--- src/tgf_pkg.sv ---
// Package for the grouped FIFO unit: widths, codes and shared types.
`timescale 1ns / 1ps
`default_nettype none
package tgf_pkg;
	localparam int MEMBER_W = 10;
	localparam int MEMBERS  = 1 << MEMBER_W;
	localparam int TEAM_W   = 4;
	localparam int TEAMS    = 1 << TEAM_W;
	localparam int SLOT_W   = 8;
	localparam int SLOTS    = 1 << SLOT_W;

	typedef enum logic [1:0] {
		KIND_ASSIGN  = 2'd0,
		KIND_ENQUEUE = 2'd1,
		KIND_DEQUEUE = 2'd2,
		KIND_CLEAR   = 2'd3
	} kind_t;

	typedef enum logic [1:0] {
		STAT_DONE  = 2'd0,
		STAT_DEQD  = 2'd1,
		STAT_EMPTY = 2'd2,
		STAT_FULL  = 2'd3
	} status_t;

	typedef struct packed {
		kind_t               kind;
		logic [MEMBER_W-1:0] member;
		logic [TEAM_W-1:0]   team;
	} op_t;

	typedef struct packed {
		logic s1_valid;
		logic sweep_busy;
	} front_stat_t;
endpackage
`default_nettype wire

--- src/tgf_queue.sv ---
// Two-entry request queue between front and back.
`timescale 1ns / 1ps
`default_nettype none
module tgf_queue import tgf_pkg::*; (
	input  wire logic clk,
	input  wire logic arst_n,
	input  wire logic push,
	input  op_t       push_op,
	output logic      not_full,
	output logic      pop_valid,
	output op_t       pop_op,
	input  wire logic pop
);
	op_t        ent_q [2];
	logic       wr_q;
	logic       rd_q;
	logic [1:0] cnt_q;
	logic       do_push;
	logic       do_pop;

	assign not_full  = cnt_q != 2'd2;
	assign pop_valid = cnt_q != 2'd0;
	assign pop_op    = ent_q[rd_q];
	assign do_push   = push && not_full;
	assign do_pop    = pop && pop_valid;

	always_ff @(posedge clk or negedge arst_n) begin
		if (!arst_n) begin
			wr_q  <= 1'b0;
			rd_q  <= 1'b0;
			cnt_q <= '0;
		end else begin
			if (do_push)
				wr_q <= !wr_q;
			if (do_pop)
				rd_q <= !rd_q;
			if (do_push && !do_pop)
				cnt_q <= cnt_q + 2'd1;
			else if (do_pop && !do_push)
				cnt_q <= cnt_q - 2'd1;
		end
	end

	always_ff @(posedge clk) begin
		if (do_push)
			ent_q[wr_q] <= push_op;
	end
endmodule
`default_nettype wire

--- config.mk ---
export PLATFORM = sky130hd
export DESIGN_NAME = tgf_queue
export DESIGN_NICKNAME = d
export VERILOG_FILES = /design/src/tgf_pkg.sv /design/src/tgf_queue.sv
export SDC_FILE = /design/constraint.sdc
export NUM_CORES = 1
export LEC_CHECK = 0
export BUFFER_PORTS_ARGS = -buffer_cell sky130_fd_sc_hd__buf_4
export CORE_UTILIZATION = 40
export CTS_BUF_LIST = sky130_fd_sc_hd__clkbuf_4 sky130_fd_sc_hd__clkbuf_8
export DETAILED_ROUTE_END_ITERATION = 8
export PLACE_DENSITY = 0.62
export SYNTH_ARGS = -nofsm -noshare
export SYNTH_HDL_FRONTEND = slang
export SYNTH_SLANG_ARGS = --single-unit
--- constraint.sdc ---
create_clock -name clk -period 4.6 [get_ports clk]
set_input_delay 0.92 -clock clk [delete_from_list [all_inputs] [get_ports clk]]
set_output_delay 0.92 -clock clk [all_outputs]
set_load 0.03 [all_outputs]
### Word level (Yosys, flattened, before mapping)

Memory sizes are Yosys's and may differ from the RTL's.
Cells that the tools add are included.

| word-level totals | value |
|---|---|
| bits in registers | 4 |
| bits in writable memories | 32 |
| output and inout port bits | 18 |
| memories | 1 |

Memories:

| name | depth | bits a word | rd ports | clocked after Yosys merged registers in | wr ports | RTL line | RTL |
|---|---|---|---|---|---|---|---|
| ent_q | 2 | 16 | 1 | 0 | 1 | tgf_queue.sv:14 | `op_t ent_q [2];` |

| operators by class | value |
|---|---|
| add/sub/neg operators | 2 |
| equal/unequal tests | 1 |
| multiplexer cells | 4 |
| reduce and logical (&&, ||, !) cells | 10 |

Operators with widths:

| cell | number |
|---|---|
| 1-bit logical AND | 4 |
| 1-bit logical NOT | 4 |
| 2-bit two-way mux | 2 |
| 2-bit nonzero test | 2 |
| 2-bit by 1-bit adder with 2-bit output, second input constant | 1 |
| 1-bit two-way mux | 2 |
| 2-bit inequality test, second input constant | 1 |
| 2-bit by 1-bit subtractor with 2-bit output, second input constant | 1 |

### Depth between registers and ports, before layout

| depth | value |
|---|---|
| depth after elaboration | 6 |
| depth in mapped cells | 7 |

### Worst setup path before layout

OpenSTA, ideal clock, no wires.

| path | value |
|---|---|
| path type | input port to flip-flop |
| start point | in push |
| end point | mem ent_q[0][0] (netlist name), enable pin |
| arrival time | 1716 ps |
| required time | 4212 ps |
| slack | 2495 ps |
| stages | 2 |
| cells stage by stage | nand2_1 nor2_1 |

| on the way | value |
|---|---|
| longest elaborated chain between the ends | 3 |

RTL lines:

| element | RTL line | RTL |
|---|---|---|
| from (decl) | tgf_queue.sv:7 | `input wire logic push,` |
| 1-bit logical AND | tgf_queue.sv:24 | `assign do_push = push && not_full;` |
| 1-bit two-way mux | tgf_queue.sv:45 | `if (do_push)` |
| 1-bit two-way mux (implied by the code) | tgf_queue.sv:46 | `ent_q[wr_q] <= push_op;` |
| to (decl) | tgf_queue.sv:14 |  |

Every way passes these cells.

==> results_dict.tcl <==
set metrics [dict create \
    synthArstFlopShare 0.111 \
    fp-row-count 21 \
    synth.avg_cell_area_um2 20.6 \
    initial_core_util 0.420 \
    place_hpwl_um 1360 \
    ys_warn_count 0 \
    gp_congestion 0.603 \
    cp_num_buf_inv 1 \
    hold_violations 0 \
    synth_edf_count 32 \
    dieArea_um2 3750 \
    cts_max_level 2 \
    clk_latency_ns 0.33 \
    nets 132 \
    wl_per_cell_um 12.7 \
    syn_inst 68 \
    drv_cap 0 \
    n_antenna_cell 0 \
    io_pins 38 \
    synth_most_common_cell "edfxtp_1" \
    yosys-top-cells-count "32 x edfxtp_1, 9 x mux2_4, 7 x mux2_2" \
    first_global_vias 659 \
    via_per_inst 4.45 \
    cts_buffers 5 \
    critPathMaxFanout 17 \
    grt-ovfl-total 0 \
    critPathRequiredTime_ns 3.68 \
    synth_nets 89 \
    cts_max_path_buffers 2 \
    synth_area_leaders "edfxtp_1 69%, mux2_4 9.6%, dfrtp_1 7.1%" \
    fin_crit_sh 0.604 \
    fin_skew_ns 0.00494 \
    leakage_uw 0.000719 \
    drt_wl_total_um 2000 \
    cts.clk_slew.worst_paths_ns 0.10 \
    final_max_slew_viol_count 0 \
    startpoint_type "flop" \
    hold_class "in2async" \
    cpMaxStageDelayCell "dfrtp_1" \
    path_delay_family "flip-flops" \
    postCtsSetupBuffers 0 \
    ys_seq_area_frac 0.756 \
    cts_resized 0 \
    die_y_um 61.2 \
    synthFlopType "edfxtp_1" \
    path_cells "mux2_2 > buf_4" \
    slowest_delay_ns 0.93 \
    synth_top_area_cell "edfxtp_1" \
    grt_antenna_before_repair 0 \
    status "finished, final reports clean" \
    clkSinkCount 36 \
    syn-cell-area_um2 1400 \
    finalSetupViolations 0 \
    fin_crit_ns 2.78 \
    numPortBuffers 37 \
    ctsHoldBuffers 0 \
    layout-area-overhead-vs-synth_pct 27.9 \
    rsz0062_at_grt "no" \
    grt_pass1_wl_um 2950 \
    crit_path_end_kind "primary output" \
    grtUsageTotal 0.121 \
    drtIter0Drc 9 \
    final_layout_size_suffix_gt1_frac 0.563 \
    ir_worst_vdd_mv 0.349 \
    arrival_ns 1.86 \
    netlist-cell-type-count 16 \
    finalSetupTns_ns 0 \
    fmax_ghz 0.360 \
    max_slew_margin 0.414 \
    synthDominantCellAreaShare 0.685 \
    crit_type "reg2out" \
    final_antenna_net_count 0 \
    drt_pre_antenna_iters 2 \
    fillers 306 \
    tightestPinTransition_ns 0.878 \
    grt_max_degree 18 \
    cts_root_buf "clkbuf_4" \
    synth_seq_cells 36 \
    rrSetupSlack_ns 2.97 \
    drc 0 \
    vias 703 \
    power_density_nw_per_um2 674 \
    fp.dieW_um 61.2 \
    core_um2 3340 \
    cts_tree "done" \
    power_uw 1210 \
]
==> final timing paths <==
kind	from	endpoint	cells past startpoint
max	rd_q$_DFFE_PN0P_	pop_op[12]	2
min	arst_n	cnt_q[0]$_DFFE_PN0P_	1
max reg2reg	cnt_q[0]$_DFFE_PN0P_	ent_q[1][4]$_DFFE_PP_	2
min reg2reg	cnt_q[1]$_DFFE_PN0P_	cnt_q[1]$_DFFE_PN0P_	1
max in group asynchronous	arst_n	cnt_q[1]$_DFFE_PN0P_	1
min in group clk	cnt_q[1]$_DFFE_PN0P_	cnt_q[1]$_DFFE_PN0P_	1
==> metrics by stage <==
| stage | std cells | setup WS [ns] | util | cell area [um^2] | hold WS, ns |
|---|---|---|---|---|---|
| floorplan | 68 | 2.50 | - | 1400 | 0.456 |
| global placement | 150 | 2.18 | 0.514 | 1710 | 0.475 |
| detailed placement | 150 | 2.17 | 0.514 | 1710 | 0.483 |
| CTS | 158 | 1.78 | 0.538 | 1790 | 0.343 |
| global route | 158 | 1.72 | 0.538 | 1790 | 0.331 |
| finish | 158 | 1.82 | 0.538 | 1790 | 0.360 |
==> flip-flops by register name, indices dropped and copies added, names as in the netlist <==
name,count
ent_q,32
cnt_q,2
rd_q,1
wr_q,1
==> logic make-up after synthesis <==
kind of cell,share of synthesized area
fa+ha+maj,0.00892
flops,0.756
simple gates,0.0259
mux,0.153
buf+inv,0.0250
xor+xnor,0.0312
==> metal layers <==
layer  GRT usage  vias to the layer above  part of all wire
li1            -                      339                 -
met1       0.122                      335              0.37
met2       0.196                       24              0.53
met3      0.0693                        5             0.080
met4      0.0682                        0             0.024
met5           0                        -                 0
==> power by group <==
part	internal (uW)	switching, uW	leakage (uW)	total (uW)
Clock	113	101	0.0000412	214
Combinational	225	256	0.000334	481
Sequential	451	62.8	0.000344	514
Total	790	420	0.000719	1210
==> cell type report <==
type | instances | area, um^2 | area share
timing repair buffer | 38 | 285 | 0.159
tap | 46 | 57.6 | 0.0321
inverter | 1 | 3.75 | 0.00209
clock buffer | 5 | 37.5 | 0.0209
multi-input combinational | 29 | 307 | 0.171
clock inverter | 3 | 42.5 | 0.0237
sequential | 36 | 1060 | 0.591
==> layout by cell type (no fill, tap or decap) <==
cell type | netlist | final
xor2_1 | 2 | 2
clkbuf_4 | 0 | 5
clkinv_2 | 0 | 1
ha_1 | 1 | 1
clkinvlp_4 | 0 | 1
mux2_2 | 7 | 7
mux2_4 | 9 | 9
xnor2_1 | 3 | 3
bufinv_16 | 0 | 1
nor2_1 | 2 | 2
nand2b_1 | 1 | 1
and3_1 | 1 | 1
buf_4 | 0 | 38
or2_1 | 1 | 1
dfrtp_1 | 4 | 4
nand2_2 | 1 | 1
nand2_1 | 1 | 1
edfxtp_1 | 32 | 32
inv_1 | 1 | 1
Note: power is estimated with default switching activity, not from simulation.
